### src/rtl/core/gstr_pkg.sv
// Shared types, constants and helpers for the Gardner symbol timing recovery block.
`timescale 1ns / 1ps
`default_nettype none

package gstr_pkg;

    // Configuration register indexes
    localparam int unsigned CFG_INDEX_WIDTH = 2;
    localparam logic [CFG_INDEX_WIDTH-1:0] CFG_STEP_SIZE   = 2'd0;
    localparam logic [CFG_INDEX_WIDTH-1:0] CFG_LOOP_GAIN   = 2'd1;
    localparam logic [CFG_INDEX_WIDTH-1:0] CFG_ERROR_LIMIT = 2'd2;

    // Register width and reset values
    localparam int unsigned CFG_WIDTH = 24;
    localparam logic [CFG_WIDTH-1:0] STEP_SIZE_RESET   = 24'd188000;
    localparam logic [CFG_WIDTH-1:0] LOOP_GAIN_RESET   = 24'd65536;
    localparam logic [CFG_WIDTH-1:0] ERROR_LIMIT_RESET = 24'd32768;

    // Timestamp tag and distance widths
    localparam int unsigned TIME_WIDTH = 32;
    localparam int unsigned DIST_WIDTH = 32;
    localparam int unsigned DIST_EXT_WIDTH = DIST_WIDTH + 2;

    typedef enum logic [2:0] {
        ST_IDLE,
        ST_MUL_DIFF,
        ST_MUL_LO,
        ST_MUL_HI,
        ST_ROUND,
        ST_UPDATE
    } gstr_state_t;

    // Controller to datapath commands
    typedef struct packed {
        logic load;
        logic mul_diff;
        logic mul_lo;
        logic mul_hi;
        logic round;
        logic update;
    } gstr_cmd_t;

    // Datapath to controller status
    typedef struct packed {
        logic sym_hit;
        logic out_stall;
    } gstr_stat_t;

    // Saturate an extended distance to the signed distance range
    function automatic logic signed [DIST_WIDTH-1:0] sat_dist(
        input logic signed [DIST_EXT_WIDTH-1:0] v
    );
        logic signed [DIST_EXT_WIDTH-1:0] max_v;
        logic signed [DIST_EXT_WIDTH-1:0] min_v;
        max_v = {3'b000, {(DIST_WIDTH-1){1'b1}}};
        min_v = {3'b111, {(DIST_WIDTH-1){1'b0}}};
        if (v > max_v) begin
            return max_v[DIST_WIDTH-1:0];
        end
        if (v < min_v) begin
            return min_v[DIST_WIDTH-1:0];
        end
        return v[DIST_WIDTH-1:0];
    endfunction

endpackage

`default_nettype wire

### src/rtl/core/gstr_sample_if.sv
// Input channel interface: one sample and its timestamp tag per transaction.
`timescale 1ns / 1ps
`default_nettype none

interface gstr_sample_if #(
    parameter int SAMPLE_WIDTH = 16
);
    logic                           valid;
    logic                           ready;
    logic signed [SAMPLE_WIDTH-1:0] sample;
    logic [31:0]                    sample_time;

    modport source (output valid, output sample, output sample_time, input ready);
    modport sink   (input valid, input sample, input sample_time, output ready);
endinterface

`default_nettype wire

### src/rtl/core/gstr_symbol_if.sv
// Output channel interface: one symbol and its timestamp tag per transaction.
`timescale 1ns / 1ps
`default_nettype none

interface gstr_symbol_if #(
    parameter int SAMPLE_WIDTH = 16
);
    logic                           valid;
    logic                           ready;
    logic signed [SAMPLE_WIDTH-1:0] symbol;
    logic [31:0]                    symbol_time;

    modport source (output valid, output symbol, output symbol_time, input ready);
    modport sink   (input valid, input symbol, input symbol_time, output ready);
endinterface

`default_nettype wire

### src/rtl/core/gstr_ctrl.sv
// Controller state machine that sequences the timing error computation.
`timescale 1ns / 1ps
`default_nettype none

module gstr_ctrl (
    input  wire logic               clk,
    input  wire logic               rst_n,
    input  wire logic               in_valid,
    output logic                    in_ready,
    input  wire gstr_pkg::gstr_stat_t stat,
    output gstr_pkg::gstr_cmd_t     cmd
);
    import gstr_pkg::*;

    gstr_state_t state_reg;
    gstr_state_t state_next;

    // Hold state
    always_ff @(posedge clk or negedge rst_n)
    begin
        if (!rst_n)
        begin
            state_reg <= ST_IDLE;
        end
        else
        begin
            state_reg <= state_next;
        end
    end

    // Advance through the error sequence on a symbol sample
    always_comb
    begin
        state_next = state_reg;
        case (state_reg)
            ST_IDLE:
            begin
                if (in_valid && stat.sym_hit)
                begin
                    state_next = ST_MUL_DIFF;
                end
            end
            ST_MUL_DIFF: state_next = ST_MUL_LO;
            ST_MUL_LO:   state_next = ST_MUL_HI;
            ST_MUL_HI:   state_next = ST_ROUND;
            ST_ROUND:    state_next = ST_UPDATE;
            ST_UPDATE:
            begin
                if (!stat.out_stall)
                begin
                    state_next = ST_IDLE;
                end
            end
            default:     state_next = ST_IDLE;
        endcase
    end

    // Drive commands
    always_comb
    begin
        in_ready     = 1'b0;
        cmd          = '0;
        case (state_reg)
            ST_IDLE:
            begin
                in_ready = 1'b1;
                cmd.load = in_valid;
            end
            ST_MUL_DIFF: cmd.mul_diff = 1'b1;
            ST_MUL_LO:   cmd.mul_lo   = 1'b1;
            ST_MUL_HI:   cmd.mul_hi   = 1'b1;
            ST_ROUND:    cmd.round    = 1'b1;
            ST_UPDATE:   cmd.update   = !stat.out_stall;
            default:     cmd          = '0;
        endcase
    end

    // A symbol sequence starts only from an accepted transaction
    assert property (@(posedge clk) disable iff (!rst_n)
        (state_reg == ST_MUL_DIFF) |-> ($past(cmd.load) && $past(stat.sym_hit)))
        else $error("error sequence started without an accepted symbol sample");

    // Rounding follows the high partial product
    assert property (@(posedge clk) disable iff (!rst_n)
        (state_reg == ST_ROUND) |-> ($past(state_reg) == ST_MUL_HI))
        else $error("rounding entered out of sequence");

endmodule

`default_nettype wire

### src/rtl/core/gstr_dp.sv
// Datapath: configuration, distances, Gardner error arithmetic and output register.
`timescale 1ns / 1ps
`default_nettype none

module gstr_dp #(
    parameter int SAMPLE_WIDTH  = 16,
    parameter int FRACTION_BITS = 16
) (
    input  wire logic                                   clk,
    input  wire logic                                   rst_n,
    input  wire logic                                   cfg_we,
    input  wire logic [gstr_pkg::CFG_INDEX_WIDTH-1:0]   cfg_index,
    input  wire logic [gstr_pkg::CFG_WIDTH-1:0]         cfg_data,
    input  wire logic signed [SAMPLE_WIDTH-1:0]         sample,
    input  wire logic [gstr_pkg::TIME_WIDTH-1:0]        sample_time,
    output logic                                        out_valid,
    input  wire logic                                   out_ready,
    output logic signed [SAMPLE_WIDTH-1:0]              symbol,
    output logic [gstr_pkg::TIME_WIDTH-1:0]             symbol_time,
    input  wire gstr_pkg::gstr_cmd_t                    cmd,
    output gstr_pkg::gstr_stat_t                        stat
);
    import gstr_pkg::*;

    localparam int PROD_WIDTH = 2 * SAMPLE_WIDTH + 1;
    localparam int MAG_WIDTH  = 2 * SAMPLE_WIDTH;
    localparam int PP_WIDTH   = CFG_WIDTH + SAMPLE_WIDTH;
    localparam int SUM_WIDTH  = CFG_WIDTH + 2 * SAMPLE_WIDTH + 1;
    localparam int SHIFT      = 2 * (SAMPLE_WIDTH - 1);
    localparam int RES_WIDTH  = SUM_WIDTH - SHIFT;
    localparam logic signed [DIST_WIDTH-1:0] HALF_DIST =
        DIST_WIDTH'(1) << (FRACTION_BITS - 1);
    localparam logic signed [DIST_EXT_WIDTH-1:0] ONE_DIST =
        DIST_EXT_WIDTH'(1) << FRACTION_BITS;
    localparam logic [SUM_WIDTH-1:0] ROUND_HALF = SUM_WIDTH'(1) << (SHIFT - 1);

    // Configuration registers
    logic [CFG_WIDTH-1:0] step_size_reg;
    logic [CFG_WIDTH-1:0] loop_gain_reg;
    logic [CFG_WIDTH-1:0] error_limit_reg;

    // Loop state
    logic signed [DIST_WIDTH-1:0]   next_dist_reg;
    logic signed [DIST_WIDTH-1:0]   next_dist_next;
    logic signed [DIST_WIDTH-1:0]   mid_dist_reg;
    logic signed [DIST_WIDTH-1:0]   mid_dist_next;
    logic signed [SAMPLE_WIDTH-1:0] prev_symbol_reg;
    logic signed [SAMPLE_WIDTH-1:0] mid_sample_reg;
    logic                           mid_pending_reg;
    logic                           mid_capture;

    // Working registers
    logic signed [SAMPLE_WIDTH-1:0] sample_hold_reg;
    logic [TIME_WIDTH-1:0]          time_hold_reg;
    logic signed [PROD_WIDTH-1:0]   prod_reg;
    logic signed [PROD_WIDTH-1:0]   prod_next;
    logic signed [SAMPLE_WIDTH:0]   diff;
    logic [PROD_WIDTH-1:0]          mag_full;
    logic [MAG_WIDTH-1:0]           mag;
    logic [SAMPLE_WIDTH-1:0]        mag_hi_reg;
    logic                           err_neg_reg;
    logic [PP_WIDTH-1:0]            pp_lo_reg;
    logic [PP_WIDTH-1:0]            pp_lo_next;
    logic [PP_WIDTH-1:0]            pp_hi_reg;
    logic [PP_WIDTH-1:0]            pp_hi_next;
    logic [SUM_WIDTH-1:0]           sum;
    logic [RES_WIDTH-1:0]           res;
    logic [CFG_WIDTH-1:0]           err_mag_reg;
    logic [CFG_WIDTH-1:0]           err_mag_next;

    // Update arithmetic
    logic signed [DIST_EXT_WIDTH-1:0] err_ext;
    logic signed [DIST_EXT_WIDTH-1:0] base;
    logic signed [DIST_WIDTH-1:0]     next_sat;
    logic signed [DIST_WIDTH-1:0]     mid_sat;

    // Output register
    logic                           out_valid_reg;
    logic signed [SAMPLE_WIDTH-1:0] symbol_reg;
    logic [TIME_WIDTH-1:0]          symbol_time_reg;

    // Write configuration registers
    always_ff @(posedge clk or negedge rst_n)
    begin
        if (!rst_n)
        begin
            step_size_reg   <= STEP_SIZE_RESET;
            loop_gain_reg   <= LOOP_GAIN_RESET;
            error_limit_reg <= ERROR_LIMIT_RESET;
        end
        else if (cfg_we)
        begin
            case (cfg_index)
                CFG_STEP_SIZE:   step_size_reg   <= cfg_data;
                CFG_LOOP_GAIN:   loop_gain_reg   <= cfg_data;
                CFG_ERROR_LIMIT: error_limit_reg <= cfg_data;
                default:         ;
            endcase
        end
    end

    // Flag symbol and mid instants on the current sample
    assign stat.sym_hit   = next_dist_reg < HALF_DIST;
    assign stat.out_stall = out_valid_reg && !out_ready;
    assign mid_capture    = mid_pending_reg && (mid_dist_reg < HALF_DIST);

    // Form the Gardner product
    assign diff      = {prev_symbol_reg[SAMPLE_WIDTH-1], prev_symbol_reg};
    assign prod_next = ($signed({sample_hold_reg[SAMPLE_WIDTH-1], sample_hold_reg}) - diff)
                       * mid_sample_reg;

    // Split the magnitude into two partial products with the gain
    assign mag_full   = prod_reg[PROD_WIDTH-1] ? PROD_WIDTH'(-prod_reg) : prod_reg;
    assign mag        = mag_full[MAG_WIDTH-1:0];
    assign pp_lo_next = loop_gain_reg * mag[SAMPLE_WIDTH-1:0];
    assign pp_hi_next = loop_gain_reg * mag_hi_reg;

    // Round half away from zero and clamp
    assign sum = SUM_WIDTH'(pp_lo_reg) + (SUM_WIDTH'(pp_hi_reg) << SAMPLE_WIDTH) + ROUND_HALF;
    assign res = sum[SUM_WIDTH-1:SHIFT];
    assign err_mag_next = (res > RES_WIDTH'(error_limit_reg)) ? error_limit_reg
                                                               : res[CFG_WIDTH-1:0];

    // New distances after a symbol
    assign err_ext  = err_neg_reg ? -DIST_EXT_WIDTH'(err_mag_reg)
                                  : DIST_EXT_WIDTH'(err_mag_reg);
    assign base     = DIST_EXT_WIDTH'(next_dist_reg) - err_ext;
    assign next_sat = sat_dist(base + DIST_EXT_WIDTH'(step_size_reg));
    assign mid_sat  = sat_dist(base + DIST_EXT_WIDTH'(step_size_reg[CFG_WIDTH-1:1]));

    // Select distance updates: drop one sample either way
    always_comb
    begin
        next_dist_next = next_dist_reg;
        mid_dist_next  = mid_dist_reg;
        if (cmd.load && !stat.sym_hit)
        begin
            next_dist_next = sat_dist(DIST_EXT_WIDTH'(next_dist_reg) - ONE_DIST);
            mid_dist_next  = sat_dist(DIST_EXT_WIDTH'(mid_dist_reg) - ONE_DIST);
        end
        else if (cmd.update)
        begin
            next_dist_next = sat_dist(DIST_EXT_WIDTH'(next_sat) - ONE_DIST);
            mid_dist_next  = sat_dist(DIST_EXT_WIDTH'(mid_sat) - ONE_DIST);
        end
    end

    // Hold loop state
    always_ff @(posedge clk or negedge rst_n)
    begin
        if (!rst_n)
        begin
            next_dist_reg   <= '0;
            mid_dist_reg    <= '0;
            prev_symbol_reg <= '0;
            mid_sample_reg  <= '0;
            mid_pending_reg <= 1'b1;
        end
        else
        begin
            next_dist_reg <= next_dist_next;
            mid_dist_reg  <= mid_dist_next;
            if (cmd.load && mid_capture)
            begin
                mid_sample_reg  <= sample;
                mid_pending_reg <= 1'b0;
            end
            if (cmd.update)
            begin
                prev_symbol_reg <= sample_hold_reg;
                mid_pending_reg <= 1'b1;
            end
        end
    end

    // Advance the arithmetic registers
    always_ff @(posedge clk)
    begin
        if (cmd.load)
        begin
            sample_hold_reg <= sample;
            time_hold_reg   <= sample_time;
        end
        if (cmd.mul_diff)
        begin
            prod_reg <= prod_next;
        end
        if (cmd.mul_lo)
        begin
            pp_lo_reg   <= pp_lo_next;
            mag_hi_reg  <= mag[MAG_WIDTH-1:SAMPLE_WIDTH];
            err_neg_reg <= prod_reg[PROD_WIDTH-1];
        end
        if (cmd.mul_hi)
        begin
            pp_hi_reg <= pp_hi_next;
        end
        if (cmd.round)
        begin
            err_mag_reg <= err_mag_next;
        end
    end

    // Hold the output transaction until taken
    always_ff @(posedge clk or negedge rst_n)
    begin
        if (!rst_n)
        begin
            out_valid_reg <= 1'b0;
        end
        else if (cmd.update)
        begin
            out_valid_reg <= 1'b1;
        end
        else if (out_ready)
        begin
            out_valid_reg <= 1'b0;
        end
    end

    always_ff @(posedge clk)
    begin
        if (cmd.update)
        begin
            symbol_reg      <= sample_hold_reg;
            symbol_time_reg <= time_hold_reg;
        end
    end

    assign out_valid   = out_valid_reg;
    assign symbol      = symbol_reg;
    assign symbol_time = symbol_time_reg;

    // Never overwrite a waiting output transaction
    assert property (@(posedge clk) disable iff (!rst_n)
        cmd.update |-> !(out_valid_reg && !out_ready))
        else $error("output transaction overwritten");

    // A symbol re-arms the mid capture and presents a result
    assert property (@(posedge clk) disable iff (!rst_n)
        cmd.update |=> (out_valid_reg && mid_pending_reg))
        else $error("symbol update incomplete");

    // The clamped error never exceeds the limit
    assert property (@(posedge clk) disable iff (!rst_n)
        cmd.round |=> (err_mag_reg <= $past(error_limit_reg)))
        else $error("timing error exceeds limit");

endmodule

`default_nettype wire

### src/rtl/core/gardner_symbol_timing_recovery_top.sv
// Top level of the Gardner symbol timing recovery block.
//
//  Channel  Dir  Handshake          Payload
//  in_ch    in   valid/ready        sample, sample_time
//  out_ch   out  valid/ready        symbol, symbol_time
//  cfg      in   cfg_we             cfg_index, cfg_data
//
//  A sample that is not nearest a symbol instant is taken while the controller stays idle.
//  A symbol sample steps through accept, product, two gain partial products,
//  round and clamp, and distance update.
//  The update cycle waits while the output register still holds a transaction.
//  Reset clears the distances, previous symbol and mid sample and loads
//  register defaults; no clearing pass is needed.
`timescale 1ns / 1ps
`default_nettype none

module gardner_symbol_timing_recovery_top #(
    parameter int SAMPLE_WIDTH  = 16,
    parameter int FRACTION_BITS = 16
) (
    input  wire logic                                   clk,
    input  wire logic                                   rst_n,
    gstr_sample_if.sink                                 in_ch,
    gstr_symbol_if.source                               out_ch,
    input  wire logic                                   cfg_we,
    input  wire logic [gstr_pkg::CFG_INDEX_WIDTH-1:0]   cfg_index,
    input  wire logic [gstr_pkg::CFG_WIDTH-1:0]         cfg_data
);
    import gstr_pkg::*;

    gstr_cmd_t cmd;
    gstr_stat_t stat;
    logic in_ready;
    logic signed [SAMPLE_WIDTH-1:0] in_sample;
    logic signed [SAMPLE_WIDTH-1:0] out_symbol;

    assign in_sample     = in_ch.sample;
    assign in_ch.ready   = in_ready;
    assign out_ch.symbol = out_symbol;

    gstr_ctrl u_ctrl (
        .clk      (clk),
        .rst_n    (rst_n),
        .in_valid (in_ch.valid),
        .in_ready (in_ready),
        .stat     (stat),
        .cmd      (cmd)
    );

    gstr_dp #(
        .SAMPLE_WIDTH  (SAMPLE_WIDTH),
        .FRACTION_BITS (FRACTION_BITS)
    ) u_dp (
        .clk         (clk),
        .rst_n       (rst_n),
        .cfg_we      (cfg_we),
        .cfg_index   (cfg_index),
        .cfg_data    (cfg_data),
        .sample      (in_sample),
        .sample_time (in_ch.sample_time),
        .out_valid   (out_ch.valid),
        .out_ready   (out_ch.ready),
        .symbol      (out_symbol),
        .symbol_time (out_ch.symbol_time),
        .cmd         (cmd),
        .stat        (stat)
    );

endmodule

`default_nettype wire

### src/flat_wrapper.sv
// flat-port wrapper written by rule: the top's interface ports become plain ports
module gardner_symbol_timing_recovery_top_flat import gstr_pkg::*;
#(
    parameter int SAMPLE_WIDTH  = 16,
    parameter int FRACTION_BITS = 16
)
  (clk, rst_n, cfg_we, cfg_index, cfg_data, in_ch_valid, in_ch_sample, in_ch_sample_time, in_ch_ready, out_ch_valid, out_ch_symbol, out_ch_symbol_time, out_ch_ready);
  gstr_sample_if #(.SAMPLE_WIDTH(SAMPLE_WIDTH)) in_ch_i ();
  gstr_symbol_if #(.SAMPLE_WIDTH(SAMPLE_WIDTH)) out_ch_i ();
  input  wire logic clk;
  input  wire logic rst_n;
  input  wire logic cfg_we;
  input  wire logic [gstr_pkg::CFG_INDEX_WIDTH-1:0] cfg_index;
  input  wire logic [gstr_pkg::CFG_WIDTH-1:0] cfg_data;
  input wire logic [$bits(in_ch_i.valid)-1:0] in_ch_valid;
  input wire logic [$bits(in_ch_i.sample)-1:0] in_ch_sample;
  input wire logic [$bits(in_ch_i.sample_time)-1:0] in_ch_sample_time;
  output wire logic [$bits(in_ch_i.ready)-1:0] in_ch_ready;
  output wire logic [$bits(out_ch_i.valid)-1:0] out_ch_valid;
  output wire logic [$bits(out_ch_i.symbol)-1:0] out_ch_symbol;
  output wire logic [$bits(out_ch_i.symbol_time)-1:0] out_ch_symbol_time;
  input wire logic [$bits(out_ch_i.ready)-1:0] out_ch_ready;
  assign in_ch_i.valid = in_ch_valid;
  assign in_ch_i.sample = in_ch_sample;
  assign in_ch_i.sample_time = in_ch_sample_time;
  assign in_ch_ready = in_ch_i.ready;
  assign out_ch_valid = out_ch_i.valid;
  assign out_ch_symbol = out_ch_i.symbol;
  assign out_ch_symbol_time = out_ch_i.symbol_time;
  assign out_ch_i.ready = out_ch_ready;
  gardner_symbol_timing_recovery_top #(.SAMPLE_WIDTH(SAMPLE_WIDTH), .FRACTION_BITS(FRACTION_BITS)) u_core (.clk(clk), .rst_n(rst_n), .in_ch(in_ch_i), .out_ch(out_ch_i), .cfg_we(cfg_we), .cfg_index(cfg_index), .cfg_data(cfg_data));
endmodule
### config.mk
export PLATFORM = sky130hd
export DESIGN_NAME = gardner_symbol_timing_recovery_top_flat
export DESIGN_NICKNAME = d
export VERILOG_FILES = /design/src/rtl/core/gstr_pkg.sv /design/src/rtl/core/gstr_sample_if.sv /design/src/rtl/core/gstr_symbol_if.sv /design/src/rtl/core/gstr_ctrl.sv /design/src/rtl/core/gstr_dp.sv /design/src/rtl/core/gardner_symbol_timing_recovery_top.sv /design/src/flat_wrapper.sv
export SDC_FILE = /design/constraint.sdc
export NUM_CORES = 2
export LEC_CHECK = 0
export BUFFER_PORTS_ARGS = -buffer_cell sky130_fd_sc_hd__buf_2
export CAP_MARGIN = 20
export CORE_MARGIN = 5
export CORE_UTILIZATION = 35
export CTS_BUF_LIST = sky130_fd_sc_hd__clkbuf_16
export DETAILED_ROUTE_END_ITERATION = 10
export SYNTH_ARGS = -nofsm -noshare
export SYNTH_HDL_FRONTEND = slang
export SYNTH_SLANG_ARGS = --single-unit
### constraint.sdc
create_clock -name clk -period 9.9 [get_ports clk]
set_clock_uncertainty 0.15 [all_clocks]
set_input_delay 0 -clock clk [delete_from_list [all_inputs] [get_ports clk]]
set_output_delay 0 -clock clk [all_outputs]
set_load 0.03 [all_outputs]
Word-level counts from Yosys, hierarchy flattened
Cells that the tools add are included.
{ "classes": {"magnitude_cmp": 15, "addsub": 12, "n_mul": 3, "n_reduce_logical": 17, "eq_ne": 9, "mux": 75} }
{ "ops": {"columns": ["cell", "count"], "rows": [
  ["$mux 32", 29],
  ["$gt 33x32->1 const B", 4],
  ["$lt 33x32->1 const B", 4],
  ["$sub 32x18->33 const B", 4],
  ["$mul 24x16->40", 2],
  ["$gt 34x32->1 const B", 2],
  ["$lt 34x32->1 const B", 2],
  ["$lt 32x17->1 const B", 2],
  ["$add 40x56->57", 1],
  ["$add 57x30->57 const B", 1],
  ["$mux 1", 41],
  ["$add 34x23->34", 1],
  ["$add 34x24->34", 1],
  ["$mux 34", 1],
  ["$neg 24->34", 1],
  ["$sub 32x34->34", 1],
  ["$mul 17x16->33", 1],
  ["$neg 32->32", 1],
  ["$gt 27x24->1", 1],
  ["$mux 24", 1],
  ["$pmux 3 s6", 1],
  ["$sub 16x16->17", 1],
  ["$reduce_and 2->1", 4],
  ["$eq 3x2->1 const B", 2],
  ["11 further kinds", 22]
]} }
{ "totals": {"in_bits": 79, "ff_bits": 423, "output_inout_bits": 50, "wordCells": 151} }

Depth between registers and ports, before layout
{ "logic_depth": {"ltp_word": 21, "mapped_depth": 43, "depth_no_buf": 42} }

Cells and area by module
From an unflattened synthesis, not the netlist that was laid out.
{ "unflattened": {"hier_cells": 6241, "area_unflattened_um2": 58972.8} }
{ "by_module_without_submodules": {"columns": ["mod", "area_each_um2", "cells_each", "instances", "seq_area_each_um2"], "rows": [
  ["gstr_dp", 58756.4, 6220, 1, 11295.8],
  ["gstr_ctrl", 216.5, 21, 1, 75.1]
]} }

Worst setup path before layout
OpenSTA, ideal clock, no wires.
{ "synth_timing": {"kind": "flip-flop to flip-flop", "from": "register u_core.u_dp.err_mag_reg[9]", "to": "register u_core.u_dp.next_dist_reg[10]", "setup_time_ps": 126, "path_stages_with_launch": 39, "path_slack_ps": 758, "arrival_ps": 8866, "path_buffers": 6, "period_less_slack_ps": 9142, "required_time_ps": 9624, "path_cell_list": "edfxtp_1 or4_4 nor4_2 inv_1 or3_4 or4_1 buf_2 o41ai_1 xor2_1 ha_1 a21o_1 a21oi_1 mux2i_1 o31ai_1 nor4b_4 ha_1 nand3_1 o211a_1 [3 not listed] mux2i_1 or2_1 buf_2 clkbuf_1 a21oi_1 ha_1 clkbuf_1 inv_1 a2111oi_0 nand3b_1 o32ai_1 a31o_2 a21oi_1 nand2b_1 a31o_2 a21boi_2 buf_2 a21oi_1"} }
{ "synth_via": {"elab_chain_cells": 19, "elab_cells_between_ends": 27, "cone_classes": "4 x add/sub; 4 x order compare; 19 x mux"} }
{ "synth_rtl": {"columns": ["item", "line_no", "text"], "rows": [
  ["start: declaration", "gstr_dp.sv:68", "logic [CFG_WIDTH-1:0] err_mag_reg;"],
  ["start signal: assignment", "gstr_dp.sv:200", "err_mag_reg <= err_mag_next;"],
  ["$neg 24->34", "gstr_dp.sv:125", "assign err_ext = err_neg_reg ? -DIST_EXT_WIDTH'(err_mag_reg)"],
  ["$mux 34 *", "gstr_dp.sv:125", null],
  ["$sub 32x34->34 *", "gstr_dp.sv:127", "assign base = DIST_EXT_WIDTH'(next_dist_reg) - err_ext;"],
  ["$add 34x24->34 *", "gstr_dp.sv:128", "assign next_sat = sat_dist(base + DIST_EXT_WIDTH'(step_size_reg));"],
  ["$lt 34x32->1", "gstr_pkg.sv:60", "if (v < min_v) begin"],
  ["$mux 1 (2 in a row)", "gstr_pkg.sv:60", null],
  ["$mux 32", "gstr_pkg.sv:63", "return v[DIST_WIDTH-1:0];"],
  ["$mux 32 *", "gstr_pkg.sv:60", null],
  ["$sub 32x18->33 *", "gstr_dp.sv:143", "next_dist_next = sat_dist(DIST_EXT_WIDTH'(next_sat) - ONE_DIST);"],
  ["$lt 33x32->1", "gstr_pkg.sv:60", null],
  ["$mux 1 (2 in a row)", "gstr_pkg.sv:60", null],
  ["$mux 1", "gstr_dp.sv:141", "else if (cmd.update)"],
  ["$mux 1", "gstr_dp.sv:136", "if (cmd.load && !stat.sym_hit)"],
  ["$mux 32", "gstr_pkg.sv:63", null],
  ["$mux 32 *", "gstr_pkg.sv:60", null],
  ["$mux 32 *", "gstr_dp.sv:141", null],
  ["$mux 32 *", "gstr_dp.sv:136", null],
  ["end signal: assignment", "gstr_dp.sv:161", "next_dist_reg <= next_dist_next;"],
  ["end: declaration", "gstr_dp.sv:43", "logic signed [DIST_WIDTH-1:0] next_dist_reg;"]
]} }
Mark *: on every way between the ends. The rest lies on a longest branch, timed or not. The select of a mux whose other input is x is not followed.
A chain may end at the register's enable or synchronous reset.

Final worst setup path
{ "layout_timing": {"from": "register u_core.u_dp.err_mag_reg[9]", "to": "register u_core.u_dp.mid_dist_reg[12]"} }
{ "layout_via": {"elab_chain_cells": 19, "elab_cells_between_ends": 27, "cone_classes": "4 x add/sub; 4 x order compare; 19 x mux"} }
{ "layout_rtl": {"columns": ["item", "line_no", "text"], "rows": [
  ["$neg 24->34", "gstr_dp.sv:125", null],
  ["$mux 34 *", "gstr_dp.sv:125", null],
  ["$sub 32x34->34 *", "gstr_dp.sv:127", null],
  ["$add 34x23->34 *", "gstr_dp.sv:129", "assign mid_sat = sat_dist(base + DIST_EXT_WIDTH'(step_size_reg[CFG_WIDTH-1:1]));"],
  ["$lt 34x32->1", "gstr_pkg.sv:60", null],
  ["$mux 1 (2 in a row)", "gstr_pkg.sv:60", null],
  ["$mux 32", "gstr_pkg.sv:63", null],
  ["$mux 32 *", "gstr_pkg.sv:60", null],
  ["$sub 32x18->33 *", "gstr_dp.sv:144", "mid_dist_next = sat_dist(DIST_EXT_WIDTH'(mid_sat) - ONE_DIST);"],
  ["$lt 33x32->1", "gstr_pkg.sv:60", null],
  ["$mux 1 (2 in a row)", "gstr_pkg.sv:60", null],
  ["$mux 1", "gstr_dp.sv:141", null],
  ["$mux 1", "gstr_dp.sv:136", null],
  ["$mux 32", "gstr_pkg.sv:63", null],
  ["$mux 32 *", "gstr_pkg.sv:60", null],
  ["$mux 32 *", "gstr_dp.sv:141", null],
  ["$mux 32 *", "gstr_dp.sv:136", null],
  ["end signal: assignment", "gstr_dp.sv:162", "mid_dist_reg <= mid_dist_next;"],
  ["end: declaration", "gstr_dp.sv:45", "logic signed [DIST_WIDTH-1:0] mid_dist_reg;"]
]} }
Marks and branches as above.

==> results.py <==
metrics = {
    "status": {
        "status": "finished, violations left",
        "violations": "hold timing",
    },
    "critical_path": {
        "cp.arrival_ns": 9.86,
        "path_common_cell": "ha_1",
        "worstPathMaxFanout": 9,
        "worstSetupStartpointType": "register",
        "critPathRequiredTime_ns": 10.29,
        "critPathKind": "reg2reg",
        "r2r-start": "u_core.u_dp.err_mag_reg[9]",
        "slowest_stage": "or4_4",
        "critPathMaxStageDelay_ns": 0.59,
        "worstSetupEndpointType": "register",
        "startpoint": "u_core.u_dp.err_mag_reg[9]",
    },
    "die": {
        "pin_count": 129,
        "row_count": 149,
        "start_util_pct": 35.3,
        "coreArea_um2": 165000,
        "dieHeight_um": 418,
        "die_area_um2": 175000,
        "die_w_um": 418,
    },
    "yosys": {
        "avgSynthCellArea_um2": 9.55,
        "yosys_warnings": 0,
        "ys_seq_elements": 407,
        "async_flop_share_pct": 42.5,
        "synth_cell_types": 119,
        "synthFlopType": "edfxtp_1",
        "yosys.area.top_type": "fa_1",
        "syn_area_um2": 58300,
        "synthTopCellsByArea": "fa_1, edfxtp_1, ha_1",
        "syn-num-nets": 7554,
        "syn_inst": 6105,
        "yosysTopAreaCellShare_pct": 30.6,
        "synth_edf_count": 234,
        "ys_seq_area_share_pct": 19.5,
    },
    "route": {
        "drc_errors": 0,
        "num_vias": 43800,
        "drtPass1Iterations": 5,
        "ant_nets": 0,
        "wl_per_cell_um": 19.1,
        "drt_iter0_markers": 2894,
        "drt_wl_total_um": 164000,
        "vias_per_cell": 5.12,
    },
    "global_route": {
        "grt_pass1_wl_um": 262000,
        "grt_pass1_vias": 46600,
        "track_usage_pct": 18.8,
        "grt_max_degree": 77,
        "antenna_found_initial": 1,
        "grt_overflow": 0,
    },
    "cts": {
        "worst_skew_pair.late_latency_ns": 0.68,
        "clk_pin_slew_ns": 0.06,
        "cts_buffers": 49,
        "cts_tree": "built",
        "htree_num_levels": 2,
        "clock_sinks": 407,
        "root_buffer": "clkbuf_16",
        "clock_path_buffers": 3,
    },
    "sta": {
        "fmax_mhz": 106,
        "period_needed_ns": 9.47,
        "slew_headroom_pct": 22.4,
        "slew_violations": 0,
        "hold_slack_ns": -0.00552,
        "hold_violations": 1,
        "fin_crit_sh_pct": 95.6,
        "worst_pin_slew_ns": 1.16,
        "setup_viol": 0,
        "finalWorstSetupSlack_ns": 0.433,
    },
    "placed_design": {
        "placedCellCount": 8307,
        "io_buffers": 128,
        "pre_cts_ws_ns": -0.0138,
        "dpl_cell_area_um2": 61900,
        "globalplace.congestion": 0.902,
        "place_hpwl_um": 129000,
    },
    "job": {
        "cap_violations": 0,
    },
    "hold_path": {
        "hp-start": "in_ch_sample[8]",
        "hold_path_class": "in2reg",
    },
    "final_layout": {
        "final_common_cell": "inv_1",
        "final_cell_mix": "inv_1, fa_1, nand2_1, ha_1, and2_1",
        "fillCellCount": 16300,
        "fin_nets": 7767,
        "regArea_um2": 11400,
        "stdcell_count": 8549,
        "area_growth_pct": 11.9,
        "stdcell_area_um2": 65200,
        "multi_input_area_um2": 42400,
        "largest_reg_flops": 40,
        "drive_gt1_share_pct": 9.61,
    },
}
-- logic make-up (layout without fill, tap and decap cells) --
kind of cell    count (synthesis)  in the layout  share of synthesized area, %
compound gates                813            813                          9.39
xor+xnor                      293            293                          4.49
other cells                     0              1                             0
buf+inv                      1290           1544                          8.40
simple gates                 1826           1826                          15.3
fa+ha+maj                    1370           1370                          40.9
mux                           106            106                          2.04
flops                         407            407                          19.5
-- cells in the mapped netlist (all sizes together) (8+ instances only) --
library cell	instances
inv	1033
fa	891
nand2	863
ha	479
and2	292
edfxtp	234
clkbuf	232
a21oi	231
xnor2	207
o21ai	192
nor2	182
dfrtp	161
nor2b	115
mux2	99
xor2	86
nor3	71
a21o	66
nand2b	57
nand3	49
o21a	36
or3	35
o31ai	34
nand4	32
and3	28
a211oi	27
nor4	27
o211ai	27
buf	24
o21bai	23
a31oi	19
a221o	18
or2	18
or4	17
a211o	12
dfstp	12
o2111ai	12
a221oi	10
nor3b	9
o311ai	9
o41ai	9
nand3b	8
-- stage by stage --
| step | hold WS (ns) | setup TNS, ns | util (%) |
|---|---|---|---|
| 4_1_cts | 0.00182 | 0 | 39.3 |
| 6_report | -0.00552 | 0 | 39.5 |
| 2_1_floorplan | -0.446 | 0 | - |
| 3_3_place_gp | 0.0263 | 0 | 37.5 |
| 5_1_grt | 0.00850 | -0.165 | 39.5 |
| 3_5_place_dp | 0.0281 | -0.0782 | 37.5 |
-- per-layer routing --
layer  global-route usage (%)  wire, um  vias to the layer above
met1                     24.2     68000                    22300
met3                     2.41      8860                      248
met5                        0         0                        -
met4                     5.10      4640                        0
li1                         -         -                    20000
met2                     33.2     82200                     1250
-- area by class of cell --
| type | count | area share [%] |
|---|---|---|
| diodes | 1 | 0.00384 |
| inverters | 1034 | 5.96 |
| repair buffers | 418 | 4.93 |
| well taps | 2189 | 4.20 |
| clock buffers | 50 | 1.92 |
| multi-input cells | 4408 | 65.0 |
| flip-flops and latches | 407 | 17.4 |
| clock inverters | 42 | 0.545 |
-- path summary, 6_finish.rpt --
| path | depth (start not counted) | end | slack (ns) |
|---|---|---|---|
| setup / recovery | 31 | u_core.u_dp.mid_dist_reg[12] | 0.43 |
| hold / removal | 2 | u_core.u_dp.sample_hold_reg[8] | -0.006 |
| setup reg to reg | 31 | u_core.u_dp.mid_dist_reg[12] | 0.43 |
| hold reg to reg | 0 | u_core.u_dp.symbol_time[6] | 0.27 |
| max in group asynchronous | 4 | u_core.u_dp.loop_gain_reg[17] | 8.20 |
| min in group asynchronous | 3 | u_core.u_ctrl.state_reg[0] | 0.29 |
-- critical path, delay by kind of cell (launching register included) --
kind | cells | cell delay [ns]
AND/OR/NAND/NOR | 13 | 3.31
flip-flops | 1 | 0.42
AO/OA/AOI/OAI | 12 | 3.50
buffers and inverters | 1 | 0.10
XOR/XNOR | 2 | 0.64
adder cells (fa/ha/maj) | 3 | 1.22
-- repair_timing --
| action | 4_1_cts | 5_1_grt |
|---|---|---|
| hold buffers | 135 | 0 |
| hold endpoints to repair | 259 | 0 |
| pin swaps | 1 | 11 |
| buffers inserted | 0 | 11 |
| endpoints found under the setup margin | 16 | 60 |
| resized for setup | 2 | 50 |
Power is not shown: default switching activity piles up to over one toggle a cycle in this logic, so the estimate is an artifact.
